File: src/rtl/kda_pkg.sv
// Shared types and constants for the keypad debounce / auto-repeat block.
package kda_pkg;

    localparam int KEY_LINES_W = 9;
    localparam int CODE_W      = 4;
    localparam int CFG_W       = 8;
    localparam int CFG_IDX_W   = 8;
    localparam int HOLD_W      = 9;
    localparam int CLICK_W     = 8;

    // Counter jump past the threshold when a key latches.
    localparam logic [HOLD_W-1:0]  LATCH_JUMP     = 9'd10;
    // Step limit for a held key while repeat is not armed.
    localparam logic [CFG_W-1:0]   UNARMED_STEP   = 8'd5;
    localparam logic [CLICK_W-1:0] CLICK_MAX      = 8'd255;
    localparam logic [CODE_W-1:0]  NO_KEY         = 4'd0;

    localparam logic [CFG_W-1:0] DEBOUNCE_RST = 8'd10;
    localparam logic [CFG_W-1:0] CLICKS_RST   = 8'd5;
    localparam logic [CFG_W-1:0] SLOW_RST     = 8'd100;
    localparam logic [CFG_W-1:0] FAST_RST     = 8'd20;

    typedef enum logic [CFG_IDX_W-1:0] {
        REG_DEBOUNCE_TICKS     = 8'd0,
        REG_CLICKS_BEFORE_FAST = 8'd1,
        REG_SLOW_INTERVAL      = 8'd2,
        REG_FAST_INTERVAL      = 8'd3
    } cfg_reg_idx_t;

    typedef struct packed {
        logic [CFG_W-1:0] debounce_ticks;
        logic [CFG_W-1:0] clicks_before_fast;
        logic [CFG_W-1:0] slow_interval;
        logic [CFG_W-1:0] fast_interval;
    } kda_cfg_t;

    typedef struct packed {
        logic [CODE_W-1:0] key_code;
        logic              key_taken;
    } kda_result_t;

endpackage

File: src/rtl/keypad_debounce_autorepeat.sv
// Top level: keypad debounce with auto-repeat, stream in / stream out.
// Usage:
//   s_axis carries one scan tick per beat. The block answers every input
//   beat with exactly one m_axis beat holding the latched key after that
//   scan and a flag telling whether this tick's read consumed a key.
//   The cfg channel writes the four timing registers (index 0..3: debounce
//   ticks, clicks before fast, slow interval, fast interval); other indexes
//   are dropped. cfg_ready is always high; write only while idle.
// Path: a beat accepted on s_axis passes the input register, then one pass
//   of key pick + scan update into the output register, from which it shows
//   up on m_axis.
// Throughput: one beat per cycle while m_axis_tready is high; the update
//   is a handful of 9-bit compares and increments between the two registers.
// Reset: rst_n (async, active low) clears the hold counter, clicks, arm
//   flag and latched key, sets the repeat gap to 100 and the registers to
//   10 / 5 / 100 / 20. Both pipeline stages come up empty.
// Stall: when m_axis_tready is low the result holds in the output register;
//   the input register still takes one more beat, after which s_axis_tready
//   drops until the output drains.
module keypad_debounce_autorepeat #(
    parameter int NUM_ROWS = 3,
    parameter int NUM_COLS = 3
) (
    input  logic                            clk,
    input  logic                            rst_n,
    // Input beat: [8:0] key_lines, [9] arm_repeat, [10] take_key, rest zero
    input  logic                            s_axis_tvalid,
    output logic                            s_axis_tready,
    input  logic [15:0]                     s_axis_tdata,
    // Result beat: [3:0] key_code, [4] key_taken, rest zero
    output logic                            m_axis_tvalid,
    input  logic                            m_axis_tready,
    output logic [7:0]                      m_axis_tdata,
    // Register write channel
    input  logic                            cfg_valid,
    output logic                            cfg_ready,
    input  logic [kda_pkg::CFG_IDX_W-1:0]   cfg_index,
    input  logic [kda_pkg::CFG_W-1:0]       cfg_data
);
    import kda_pkg::*;

    // Config registers
    kda_cfg_t cfg_reg;

    // Input stage
    logic                   in_valid_reg;
    logic [KEY_LINES_W-1:0] lines_reg;
    logic                   arm_reg;
    logic                   take_reg;

    // Output stage
    logic              out_valid_reg;
    kda_result_t       out_reg;

    logic              out_free;
    logic              s_fire;
    logic              advance;
    logic [CODE_W-1:0] picked;
    kda_result_t       result;

    assign cfg_ready     = 1'b1;
    assign out_free      = !out_valid_reg || m_axis_tready;
    assign s_axis_tready = !in_valid_reg || out_free;
    assign s_fire        = s_axis_tvalid && s_axis_tready;
    assign advance       = in_valid_reg && out_free;

    assign m_axis_tvalid = out_valid_reg;
    assign m_axis_tdata  = {3'b000, out_reg.key_taken, out_reg.key_code};

    always_ff @(posedge clk or negedge rst_n)
    begin
        if (!rst_n)
        begin
            cfg_reg.debounce_ticks     <= DEBOUNCE_RST;
            cfg_reg.clicks_before_fast <= CLICKS_RST;
            cfg_reg.slow_interval      <= SLOW_RST;
            cfg_reg.fast_interval      <= FAST_RST;
        end
        else if (cfg_valid)
        begin
            unique case (cfg_index)
                REG_DEBOUNCE_TICKS:     cfg_reg.debounce_ticks     <= cfg_data;
                REG_CLICKS_BEFORE_FAST: cfg_reg.clicks_before_fast <= cfg_data;
                REG_SLOW_INTERVAL:      cfg_reg.slow_interval      <= cfg_data;
                REG_FAST_INTERVAL:      cfg_reg.fast_interval      <= cfg_data;
                default: ;  // unknown index: dropped
            endcase
        end
    end

    // Input register: loads on accept, empties when the result slot frees.
    always_ff @(posedge clk or negedge rst_n)
    begin
        if (!rst_n)
        begin
            in_valid_reg <= 1'b0;
        end
        else if (s_fire)
        begin
            in_valid_reg <= 1'b1;
        end
        else if (out_free)
        begin
            in_valid_reg <= 1'b0;
        end
    end

    always_ff @(posedge clk)
    begin
        if (s_fire)
        begin
            lines_reg <= s_axis_tdata[KEY_LINES_W-1:0];
            arm_reg   <= s_axis_tdata[KEY_LINES_W];
            take_reg  <= s_axis_tdata[KEY_LINES_W+1];
        end
    end

    kda_key_pick #(
        .NUM_ROWS (NUM_ROWS),
        .NUM_COLS (NUM_COLS)
    ) u_pick (
        .key_lines (lines_reg),
        .key_code  (picked)
    );

    // State advances exactly once per beat, as it moves to the output stage.
    kda_scan_core u_core (
        .clk        (clk),
        .rst_n      (rst_n),
        .tick       (advance),
        .key_code   (picked),
        .arm_repeat (arm_reg),
        .take_key   (take_reg),
        .cfg        (cfg_reg),
        .result     (result)
    );

    always_ff @(posedge clk or negedge rst_n)
    begin
        if (!rst_n)
        begin
            out_valid_reg <= 1'b0;
        end
        else if (advance)
        begin
            out_valid_reg <= 1'b1;
        end
        else if (m_axis_tready)
        begin
            out_valid_reg <= 1'b0;
        end
    end

    always_ff @(posedge clk)
    begin
        if (advance)
        begin
            out_reg <= result;
        end
    end

endmodule

File: src/rtl/kda_key_pick.sv
// Key selection: highest pressed row, lowest pressed column within it.
module kda_key_pick #(
    parameter int NUM_ROWS = 3,
    parameter int NUM_COLS = 3
) (
    input  logic [kda_pkg::KEY_LINES_W-1:0] key_lines,
    output logic [kda_pkg::CODE_W-1:0]      key_code
);
    import kda_pkg::*;

    localparam int EXT_W = 64;

    logic [EXT_W-1:0] lines_ext;

    assign lines_ext = EXT_W'(key_lines);

    // Later rows override earlier ones; first hit inside a row wins.
    always_comb
    begin
        logic row_hit;
        int   bit_idx;
        key_code = NO_KEY;
        for (int r = 0; r < NUM_ROWS; r++)
        begin
            row_hit = 1'b0;
            for (int c = 0; c < NUM_COLS; c++)
            begin
                bit_idx = r * NUM_COLS + c;
                if (!row_hit && (bit_idx < KEY_LINES_W) && lines_ext[bit_idx[5:0]])
                begin
                    key_code = CODE_W'(bit_idx + 1);
                    row_hit  = 1'b1;
                end
            end
        end
    end

endmodule

File: src/rtl/kda_scan_core.sv
// Debounce / auto-repeat state and its per-tick update.
module kda_scan_core (
    input  logic                       clk,
    input  logic                       rst_n,
    input  logic                       tick,
    input  logic [kda_pkg::CODE_W-1:0] key_code,
    input  logic                       arm_repeat,
    input  logic                       take_key,
    input  kda_pkg::kda_cfg_t          cfg,
    output kda_pkg::kda_result_t       result
);
    import kda_pkg::*;

    logic [HOLD_W-1:0]  hold_reg,    hold_next;
    logic [CLICK_W-1:0] clicks_reg,  clicks_next;
    logic               armed_reg,   armed_next;
    logic [CFG_W-1:0]   gap_reg,     gap_next;
    logic [CODE_W-1:0]  latched_reg, latched_next;

    logic               armed_eff;
    logic [CFG_W-1:0]   step;
    logic [HOLD_W-1:0]  db_ext;
    logic [HOLD_W-1:0]  step_limit;
    logic [HOLD_W-1:0]  gap_limit;
    logic [CODE_W-1:0]  shown;

    assign armed_eff = armed_reg | arm_repeat;
    assign db_ext    = HOLD_W'(cfg.debounce_ticks);

    always_comb
    begin
        hold_next   = hold_reg;
        clicks_next = clicks_reg;
        armed_next  = armed_eff;
        gap_next    = gap_reg;
        shown       = latched_reg;
        step        = UNARMED_STEP;

        if (armed_eff)
        begin
            step     = (clicks_reg < cfg.clicks_before_fast) ? cfg.slow_interval
                                                             : cfg.fast_interval;
            gap_next = step;
        end
        // Max 255 + 255, fits the 9-bit counter.
        step_limit = db_ext + HOLD_W'(step);
        gap_limit  = db_ext + HOLD_W'(gap_next);

        if (key_code == NO_KEY)
        begin
            armed_next  = 1'b0;
            hold_next   = '0;
            clicks_next = '0;
            gap_next    = gap_reg;
        end
        else
        begin
            priority if (hold_reg == db_ext)
            begin
                hold_next = db_ext + LATCH_JUMP;
                shown     = key_code;
            end
            else if (hold_reg < step_limit)
            begin
                hold_next = hold_reg + 1'b1;
            end
            else if (hold_reg >= gap_limit)
            begin
                hold_next = '0;
                if (clicks_reg != CLICK_MAX)
                begin
                    clicks_next = clicks_reg + 1'b1;
                end
            end
            else
            begin
                hold_next = hold_reg;  // parked between step and gap limits
            end
        end

        latched_next     = take_key ? NO_KEY : shown;
        result.key_code  = shown;
        result.key_taken = take_key && (shown != NO_KEY);
    end

    always_ff @(posedge clk or negedge rst_n)
    begin
        if (!rst_n)
        begin
            hold_reg    <= '0;
            clicks_reg  <= '0;
            armed_reg   <= 1'b0;
            gap_reg     <= SLOW_RST;
            latched_reg <= NO_KEY;
        end
        else if (tick)
        begin
            hold_reg    <= hold_next;
            clicks_reg  <= clicks_next;
            armed_reg   <= armed_next;
            gap_reg     <= gap_next;
            latched_reg <= latched_next;
        end
    end

endmodule
File: config.mk
export PLATFORM = sky130hd
export DESIGN_NAME = keypad_debounce_autorepeat
export DESIGN_NICKNAME = d
export VERILOG_FILES = /design/src/rtl/kda_pkg.sv /design/src/rtl/keypad_debounce_autorepeat.sv /design/src/rtl/kda_key_pick.sv /design/src/rtl/kda_scan_core.sv
export SDC_FILE = /design/constraint.sdc
export NUM_CORES = 1
export LEC_CHECK = 0
export ABC_AREA = 1
export BUFFER_PORTS_ARGS = -buffer_cell sky130_fd_sc_hd__buf_2
export CAP_MARGIN = 30
export CORE_MARGIN = 5
export CORE_UTILIZATION = 57
export CTS_BUF_LIST = sky130_fd_sc_hd__clkbuf_8
export DETAILED_ROUTE_END_ITERATION = 8
export GPL_TIMING_DRIVEN = 0
export PLACE_DENSITY = 0.82
export RECOVER_POWER = 50
export SYNTH_ARGS = -nofsm -noshare
export SYNTH_HDL_FRONTEND = slang
export SYNTH_SLANG_ARGS = --single-unit
File: constraint.sdc
create_clock -name clk -period 4.35 [get_ports clk]
set_input_delay 0.435 -clock clk [delete_from_list [all_inputs] [get_ports clk]]
set_output_delay 0.435 -clock clk [all_outputs]
set_load 0.1 [all_outputs]
==> run metrics, run 1 <==
Worst-Margin Slew 3.424 ns; Placed Area between 5000 and 6000 sq um; Hold Path Class in2reg; layout cells sized above 1 0.3099; EDFF count, synth 16; worst path bufs/invs 2; sequential element share of the synthesized area 0.3729; total power between 3 and 4 mW; CP Data Arrival Time roughly 4.4 ns; met1 WL 5752 um; slowest CP cell dfrtp_2; Max Slew Vio Count between 60 and 70; drt via density approximately 5.4; met2 WL 6381 um; fin area 6530 sq um; antenna violations before repair 0; TritonCTS clock tree built; Clock Sinks 80; violated checks capacitance limit, slew limit; met3 WL post-DR ~550 um; RSZ-0062 raised after global routing true; Ys Warns 0; Core Rows 36; cts hold-fix bufs 0; Layout area overhead 16.13%; Top Layer Used met4; min cycle time layout between 4 and 5 ns; port bufs 38; Synth async-reset ratio 0.8000; Avg WL per Cell between 10 and 15 um; maximum vdd drop between 200 and 300 uV; Routed WL roughly 13000 um; pwr dens roughly 600 nW/um^2; first-pass GRT wire length between 20000 and 25000 um; Yosys reg bits 80; CTS Buffer Depth 2; status complete, but fails checks; CP cell instances ha_1 > nand2_1 > o21a_1 > buf_6 > nand3_1 > nand3_4 > ha_4 > fa_2 > a21oi_2 > o21bai_2 > a21oi_2 > o21bai_1 > buf_4 > xor2_1 > ha_1 > nand2_1 > nor2_2 > nand3_1 > nand3_4 > nand3_4 > nor2_4 > nor2_8 > nand2_2 > nand2_1; Worst Skew approximately 0.015 ns; Synth cell types 52; H-tree depth 3; worst hold slack ~0.25 ns; cell count after placement about 840; Avg Inst Size Synth approximately 8.4 sq um; largest net degree at the start of global routing 65; Residual DRC 0; Slew HR -1.283; setup tns final 0 ns; CP required ~4.6 ns; gpl congestion a little under 0.9; Die W ~110 um; Final Core Density 0.6743; Main synth FF type dfrtp_1; non-filler cells, final 872; TritonRoute pass-1 iters 6; number of I/O pins 48; crit path launch type flop; synthesized area between 5000 and 6000 sq um; largest fanout on the critical path 8; CP Class reg2reg; core area 9684 sq um; Pleak roughly 3.3 nW; clock insertion delay at the later pin of the skew report approximately 0.36 ns; Die Footprint 11950 sq um; Largest register FFs 32; largest delay contributor family on the critical path simple AND/OR/NAND/NOR gates; Final #Nets just over 800; cells after synthesis 666; total grt overflow 0; CTS buffer count 9; Die Y 109.3 um; CP max stage delay roughly 0.46 ns; filler cell count roughly 750; vias in the first global route roughly 4500; pre-CTS setup slack -0.3051 ns; Clk pin slew, worst setup/hold paths 0.09 ns; Routed Antenna Nets 0; DR iter-0 viols between 200 and 300; DP Wirelength 9288 um; Max Cap Violations 1; CTS root buf clkbuf_8; Overall Global Routing Usage 0.2241; Initial Util 0.5806; Final Cycle Share 0.9572; Setup-failing EPs final 0; CP Capture Type flop; Antenna Diode Count 0; Vias roughly 4700; fin worst setup slack between 0.15 and 0.2 ns; Hold Vio Cnt, Final 0; Max Clk Rate 240.2 MHz
## where the power goes
part | switching [mW] | internal (mW)
Combinational | 1.49 | 0.821
Sequential | 0.132 | 0.917
Clock | 0.293 | 0.211
Total | 1.91 | 1.95
## worst paths after layout
kind / from / to / slack (ns) / cells after the start
min in group asynchronous: rst_n / u_core.gap_reg[3] / 1.23 / 1
max in group asynchronous: rst_n / u_core.clicks_reg[6] / 0.92 / 1
worst min-delay path: s_axis_tdata[1] / lines_reg[1] / 0.25 / 1
worst max register to register: u_core.clicks_reg[6] / u_core.hold_reg[5] / 0.19 / 24
worst max-delay path: u_core.clicks_reg[6] / u_core.hold_reg[5] / 0.19 / 24
worst min register to register: u_core.gap_reg[5] / u_core.gap_reg[5] / 0.47 / 2
## worst register-to-register path, cell delays in order, from the launching register on
cell      delay [ns]
dfrtp_2         0.46
ha_1            0.29
nand2_1         0.07
o21a_1          0.22
buf_6           0.15
nand3_1         0.13
nand3_4         0.12
ha_4            0.21
fa_2            0.36
a21oi_2         0.14
o21bai_2        0.09
a21oi_2         0.14
o21bai_1        0.11
buf_4           0.15
xor2_1          0.13
ha_1            0.29
nand2_1         0.07
nor2_2          0.09
nand3_1         0.12
nand3_4         0.19
nand3_4         0.14
nor2_4          0.18
nor2_8          0.08
nand2_2         0.06
nand2_1         0.05
## cells in the mapped netlist, drive strengths merged, types with 4 or more instances
cell,number,area share
nor3,7,0.010
nand3b,9,0.012
buf,11,0.017
o21ai,45,0.063
edfxtp,16,0.085
o22ai,4,0.0044
o21bai,5,0.0067
dfrtp,52,0.23
nand2,210,0.16
dfstp,12,0.056
ha,44,0.098
a21oi,29,0.026
nand3,44,0.045
nand4,4,0.0071
xnor2,8,0.012
nor2,36,0.038
inv,85,0.058
xor2,23,0.036
## layout by cell type (no fill, tap or decap), types with 3 or more instances in the layout
| cell | count |
|---|---|
| a21oi_1 | 20 |
| a21oi_2 | 9 |
| buf_2 | 38 |
| buf_4 | 19 |
| buf_6 | 6 |
| clkbuf_8 | 9 |
| clkinvlp_4 | 3 |
| conb_1 | 4 |
| dfrtp_1 | 50 |
| dfstp_2 | 12 |
| edfxtp_1 | 16 |
| ha_1 | 40 |
| ha_4 | 4 |
| inv_1 | 76 |
| inv_2 | 7 |
| inv_6 | 3 |
| nand2_1 | 169 |
| nand2_2 | 33 |
| nand2_4 | 5 |
| nand2_8 | 3 |
| nand3_1 | 34 |
| nand3_2 | 6 |
| nand3_4 | 4 |
| nand3b_1 | 9 |
| nand4_1 | 3 |
| nor2_1 | 22 |
| nor2_2 | 8 |
| nor2_4 | 4 |
| nor3_1 | 4 |
| o21ai_0 | 8 |
| o21ai_1 | 3 |
| o21ai_2 | 33 |
| o21bai_1 | 3 |
| o22ai_1 | 4 |
| xnor2_1 | 8 |
| xor2_1 | 23 |
## kinds of logic after synthesis
logic type               Yosys count  synth area share
adder cells (fa/ha/maj)           46            0.1050
buffers and inverters             99           0.07766
AO/OA/AOI/OAI                     93            0.1146
other                              2          0.001336
AND/OR/NAND/NOR                  315            0.2802
XOR/XNOR                          31           0.04829
flip-flops                        80            0.3729
## metal layers
layer,GRT usage,up-vias
li1,-,2307
met1,0.3003,2227
met2,0.3670,108
met3,0.03934,29
met4,0.07836,0
met5,0,-
## area by class of cell
type	count	area, sq um	area share
Tap cell	133	166.4	0.02548
Clock inverter	7	53.80	0.008239
Sequential cell	80	2100	0.3215
Multi-Input combinational cell	491	3339	0.5114
Timing Repair Buffer	53	301.5	0.04618
Buffer	12	106.4	0.01629
Inverter	87	339.1	0.05193
Clock buffer	9	123.9	0.01897
## what timing repair did
action,4_1_cts,5_1_grt
setup endpoints to repair,17,17
buffers inserted,1,14
pin swaps,2,29
cloned,2,0
endpoints found under the hold margin,0,0
resized for setup,11,46
Power figures use the tool's default switching activity.
==> run 2: changes to the inputs <==
==> constraint.sdc (replaced) <==
create_clock -name clk -period 4.35 [get_ports clk]
set_input_delay 0.6525 -clock clk [delete_from_list [all_inputs] [get_ports clk]]
set_output_delay 0.6525 -clock clk [all_outputs]
set_load 0.1 [all_outputs]
==> run metrics, run 2 (same netlist as run 1, synthesis figures left out) <==
min cycle time layout 4.164 ns (+0.00005000 ns); Final Core Density 0.6747 (about the same); number of I/O pins 48 (unchanged); Vias 4658 (-0.28%); RSZ-0062 raised after global routing true; drt via density 5.342 (-0.28%); Routed Antenna Nets 0 (unchanged); Die W 109.3 um (unchanged); critical path's most frequent cell nand2_1; CTS Buffer Depth 2 (unchanged); Worst Skew 0.01771 ns (+0.002293 ns); cts hold-fix bufs 0 (unchanged); slowest CP cell dfrtp_2; pwr dens 591.5 nW/um^2 (about the same); largest net degree at the start of global routing 65 (unchanged); largest fanout on the critical path 8 (unchanged); Die Footprint 11950 sq um (unchanged); Hold Path Class in2async; Max Clk Rate 240.2 MHz (about the same); CP Data Arrival Time 4.41 ns (about the same); crit path launch type flop; filler cell count 747 (-0.27%); Avg WL per Cell 14.96 um (+0.23%); CP Class reg2reg; layout cells sized above 1 0.3112 (+0.001353); total power 3.865 mW (about the same); largest delay contributor family on the critical path simple AND/OR/NAND/NOR gates; Slew HR 0.4460 (+1.729); Routed WL 13050 um (+0.23%); status finished clean; DR iter-0 viols 276 (+2.2%); Worst-Margin Slew 0.8311 ns (-2.593 ns); met2 Track Usage GR 0.3670 (unchanged); Die Y 109.3 um (unchanged); commonest non-fill, non-tap cells in the layout nand2_1, inv_1, dfrtp_1; TritonCTS clock tree built; Layout area overhead 16.20% (about the same); Final #Nets 817 (unchanged); Initial Util 0.5806 (unchanged); met3 Use GR 0.03934 (unchanged); maximum vdd drop 265.1 uV (+0.34%); Largest register FFs 32 (unchanged); core area 9684 sq um (unchanged); CP cell instances ha_1 > nand2_1 > o21a_1 > buf_6 > nand3_1 > nand3_4 > ha_4 > fa_2 > a21oi_2 > o21bai_2 > a21oi_2 > o21bai_1 > buf_4 > xor2_1 > ha_1 > nand2_1 > nor2_2 > nand3_1 > nand3_4 > nand3_4 > nor2_4 > nor2_8 > nand2_1 > nand2_1; TritonRoute pass-1 iters 5 (-1); Residual DRC 0 (unchanged); CTS buffer count 9 (unchanged); CP Capture Type flop; CP required 4.59 ns (about the same); vias in the first global route 4501 (unchanged); first-pass GRT wire length 21150 um (unchanged); DP Wirelength 9288 um (unchanged); most common cell after layout, fill and taps aside nand2_1; Setup-failing EPs final 0 (unchanged); most used routing layer met2; Final Cycle Share 0.9572 (about the same); Max Cap Violations 0 (-1); H-tree depth 3 (unchanged); gpl congestion 0.8845 (unchanged); clock insertion delay at the later pin of the skew report 0.36 ns (about the same); total grt overflow 0 (unchanged); CP max stage delay 0.47 ns (about the same); Clock Sinks 80 (unchanged); worst path bufs/invs 2 (unchanged); Antenna Diode Count 0 (unchanged); port bufs 38 (unchanged); Overall Global Routing Usage 0.2241 (unchanged); routing usage on met1 0.3003 (unchanged); antenna violations before repair 0 (unchanged); Clk pin slew, worst setup/hold paths 0.09 ns (about the same); Core Rows 36 (unchanged); Max Slew Vio Count 0 (-100%); CTS root buf clkbuf_8; Hold Vio Cnt, Final 0 (unchanged); Pleak 3.271 nW (+0.11%)
[run 2: changes by cell type in the layout (fill, tap and decap cells not counted)]
cell / previous run / this run
buf_4: 19 / 20
clkbuf_1: 2 / 1
[run 2: worst paths after layout]
| path | slack, ns | depth (start not counted) | to | start |
|---|---|---|---|---|
| worst max-delay path | 0.19 | 24 | u_core.hold_reg[8] | u_core.clicks_reg[6] |
| worst min-delay path | 0.36 | 1 | u_core.hold_reg[4] | rst_n |
| worst max register to register | 0.19 | 24 | u_core.hold_reg[8] | u_core.clicks_reg[6] |
| worst min register to register | 0.47 | 2 | u_core.gap_reg[5] | u_core.gap_reg[5] |
| max in group asynchronous | 3.37 | 1 | u_core.clicks_reg[6] | rst_n |
| min in group clk | 0.47 | 1 | lines_reg[1] | s_axis_tdata[1] |
[run 2: area by class of cell]
class                           count  area, sq um  area share
Sequential cell                    80         2100      0.3213
Inverter                           87        339.1     0.05190
Clock buffer                        9        123.9     0.01896
Clock inverter                      7        53.80    0.008234
Buffer                             12        106.4     0.01628
Tap cell                          133        166.4     0.02547
Multi-Input combinational cell    491         3339      0.5111
Timing Repair Buffer               53        305.3     0.04673
[run 2: worst reg2reg max path, cell delays in order (launching register included)]
cell      delay, ns
dfrtp_2        0.47
ha_1           0.29
nand2_1        0.07
o21a_1         0.22
buf_6          0.15
nand3_1        0.13
nand3_4        0.12
ha_4           0.21
fa_2           0.36
a21oi_2        0.14
o21bai_2       0.09
a21oi_2        0.14
o21bai_1       0.11
buf_4          0.15
xor2_1         0.13
ha_1           0.29
nand2_1        0.07
nor2_2         0.09
nand3_1        0.12
nand3_4        0.19
nand3_4        0.14
nor2_4         0.18
nor2_8         0.08
nand2_1        0.06
nand2_1        0.05
[run 2: metrics by stage]
step	setup TNS, ns	hold WS [ns]	instances	instance area [sq um]	setup slack, ns
finish	0	0.3611	872	6534	0.1860
floorplan	0	0.3569	668	5630	0.3950
detailed placement	-4.184	0.4585	839	5989	-0.3051
CTS	0	0.4185	858	6235	0.04609
global placement	-3.158	0.4565	839	5987	-0.2411
global route	-1.016	0.4309	872	6534	-0.09031
[run 2: repair_timing]
action	4_1_cts	5_1_grt
endpoints found under the setup margin	17	17
resized for setup	11	46
gates cloned	2	0
buffers inserted	1	14
pin swaps	2	29
[run 2: power breakdown]
group / switching, mW / internal [mW]
clock: 0.294 / 0.211
combinational: 1.49 / 0.822
sequential: 0.133 / 0.917
[run 2: metal layers]
layer / routed length (um) / share of wire
met5: 0 / 0
met4: 313 / 0.024
met3: 491 / 0.038
met2: 6464 / 0.50
met1: 5777 / 0.44
==> run 3: changes to the inputs <==
--- a/config.mk
+++ b/config.mk
@@ -8,7 +8,7 @@
 export ABC_AREA = 1
 export BUFFER_PORTS_ARGS = -buffer_cell sky130_fd_sc_hd__buf_2
 export CAP_MARGIN = 30
-export CORE_MARGIN = 5
+export CORE_MARGIN = 2
 export CORE_UTILIZATION = 57
 export CTS_BUF_LIST = sky130_fd_sc_hd__clkbuf_8
 export DETAILED_ROUTE_END_ITERATION = 8
==> run metrics, run 3 (same netlist as run 1, synthesis figures left out) <==
Routed Antenna Nets 0 (unchanged); min cycle time layout 4.158 ns (-0.005791 ns); Routed WL 13270 um (+1.7%); DP Wirelength 9152 um (-1.5%); largest fanout on the critical path 7 (-1); pwr dens 596.1 nW/um^2 (+0.78%); Core Rows 36 (unchanged); first-pass GRT wire length 21390 um (+1.1%); Die W 103.3 um (-5.5%); commonest non-fill, non-tap cells in the layout nand2_1, inv_1, dfrtp_1; Die Y 103.3 um (-5.5%); routing usage on met1 0.3423 (+0.04198); Clock Sinks 80 (unchanged); Final Cycle Share 0.9559 (-0.001331); largest net degree at the start of global routing 65 (unchanged); Initial Util 0.5806 (unchanged); Worst Reg-to-Reg Cells 24 (unchanged); maximum vdd drop 302.6 uV (+14%); CP Class reg2reg; Max Slew Vio Count 0 (unchanged); drt via density 5.440 (+1.8%); Max Cap Violations 0 (unchanged); Vias 4738 (+1.7%); CP Capture Type flop; Gate power share 0.578 (-0.020); Seq pwr share 0.270 (-0.002); Placed Area 5989 sq um (unchanged); Max Clk Rate 240.5 MHz (+0.14%); Final #Nets 816 (-0.12%); CP required 4.61 ns (+0.02 ns); Hold Path Class in2async; switching share of power 0.4916 (-0.003909); fin area 6568 sq um (+0.52%); Pleak 3.290 nW (+0.57%); Overall Global Routing Usage 0.2584 (+0.03425); layout cells sized above 1 0.3103 (-0.0009333); number of I/O pins 48 (unchanged); crit path launch type flop; Setup-failing EPs final 0 (unchanged); gpl congestion 0.9336 (+5.6%); CTS root buf clkbuf_8; total power 3.915 mW (+1.3%); Clk pwr share 0.152 (+0.021); Largest register FFs 32 (unchanged); status finished clean; internal power 1.990 mW (+2.1%); vias in the first global route 4553 (+1.2%); port bufs 38 (unchanged); most used routing layer met2; Avg WL per Cell 15.24 um (+1.9%); Clk pin slew, worst setup/hold paths 0.10 ns (about the same); CTS Buffer Depth 2 (unchanged); met2 Track Usage GR 0.4311 (+0.06402); Slew HR 0.4491 (+0.003140); met3 Use GR 0.04099 (+0.001652); RSZ-0062 raised after global routing true; cts hold-fix bufs 0 (unchanged); CTS buffer count 9 (unchanged); Die Footprint 10680 sq um (-11%); TritonRoute pass-1 iters 5 (unchanged); most common cell after layout, fill and taps aside nand2_1; DR iter-0 viols 321 (+16%); antenna violations before repair 0 (unchanged); TritonCTS clock tree built; clock insertion delay at the later pin of the skew report 0.37 ns (about the same); H-tree depth 3 (unchanged); CP Data Arrival Time 4.42 ns (about the same); Hold Vio Cnt, Final 0 (unchanged); Residual DRC 0 (unchanged); total grt overflow 0 (unchanged); Layout area overhead 16.80%; core area 9684 sq um (unchanged); Antenna Diode Count 0 (unchanged); Psw 1.925 mW (+0.50%); Worst-Margin Slew 0.8263 ns (-0.004710 ns); Worst Skew 0.01793 ns (+0.0002166 ns)
-- run 3: cell types whose count changed in the layout (fill, tap and decap cells not counted), sizes merged --
cell / previous run / this run
buf: 64 / 63
clkinv: 4 / 3
inv: 87 / 88
clkinvlp: 3 / 2
bufinv: 0 / 1
-- run 3: what timing repair did --
action                     4_1_cts  5_1_grt
pin swaps                        4       15
setup buffers                    3       11
gates resized for setup         12       43
gates cloned                     2        0
setup endpoints to repair       17       17
-- run 3: worst max-delay path, stage by stage, from the launching register on --
cell and delay (ns):
dfrtp_1 0.46, ha_1 0.30, nand2_1 0.09, o21a_1 0.15, buf_6 0.15, nand2_8 0.07, nand2_4 0.07, nand3_4 0.09
and2_4 0.18, ha_2 0.18, fa_2 0.36, nand3_1 0.08, nand2_1 0.09, a21oi_1 0.14, o21bai_1 0.13, a21o_1 0.18
a21oi_1 0.13, ha_1 0.26, a21oi_1 0.15, o31a_1 0.26, nand2_2 0.14, nand4_4 0.17, nand2_4 0.10, nand2_1 0.08
nand2_1 0.05
-- run 3: layout make-up --
type                    instances  area (sq um)
clock inverters                 7         87.58
clock buffers                   9         123.9
repair buffers                 52         297.8
plain buffers                  12         106.4
inverters                      87         339.1
well taps                     133         166.4
flip-flops and latches         80          2100
fillers                       724          3117
multi-input cells             491          3347
-- run 3: worst paths after layout --
path / from / end / slack (ns)
min reg2reg: u_core.gap_reg[6] / u_core.gap_reg[6] / 0.47
max in group asynchronous: rst_n / u_core.clicks_reg[3] / 3.39
max reg2reg: u_core.clicks_reg[6] / u_core.clicks_reg[2] / 0.19
min in group clk: s_axis_tdata[10] / take_reg / 0.45
min: rst_n / u_core.gap_reg[1] / 0.37
max: u_core.clicks_reg[6] / u_core.clicks_reg[2] / 0.19
-- run 3: power groups by stage --
stage          clock network, mW  registers, mW  logic [mW]
6_report                   0.594           1.06        2.26
5_1_grt                    0.630           1.08        2.51
4_1_cts                    0.599           1.05        2.07
3_5_place_dp                   0           1.06        1.92
3_3_place_gp                   0           1.06        1.84
2_1_floorplan                  0           1.16        1.41
-- run 3: metrics by stage --
step	setup WS, ns	util	hold WS [ns]	TNS [ns]	cells
after global routing	-0.01434	0.6782	0.4483	-0.01701	871
final	0.1918	0.6782	0.3703	0	871
after CTS	0.02376	0.6492	0.3992	0	860
after detailed placement	-0.4297	0.6185	0.4605	-6.280	839
after floorplan	0.3950	-	0.3569	0	668
after global placement	-0.2039	0.6182	0.4564	-2.676	839
-- run 3: routing by layer --
layer  part of all wire  wire [um]
met1               0.42       5630
met2               0.50       6644
met3              0.051        678
met4              0.024        318
met5                  0          0
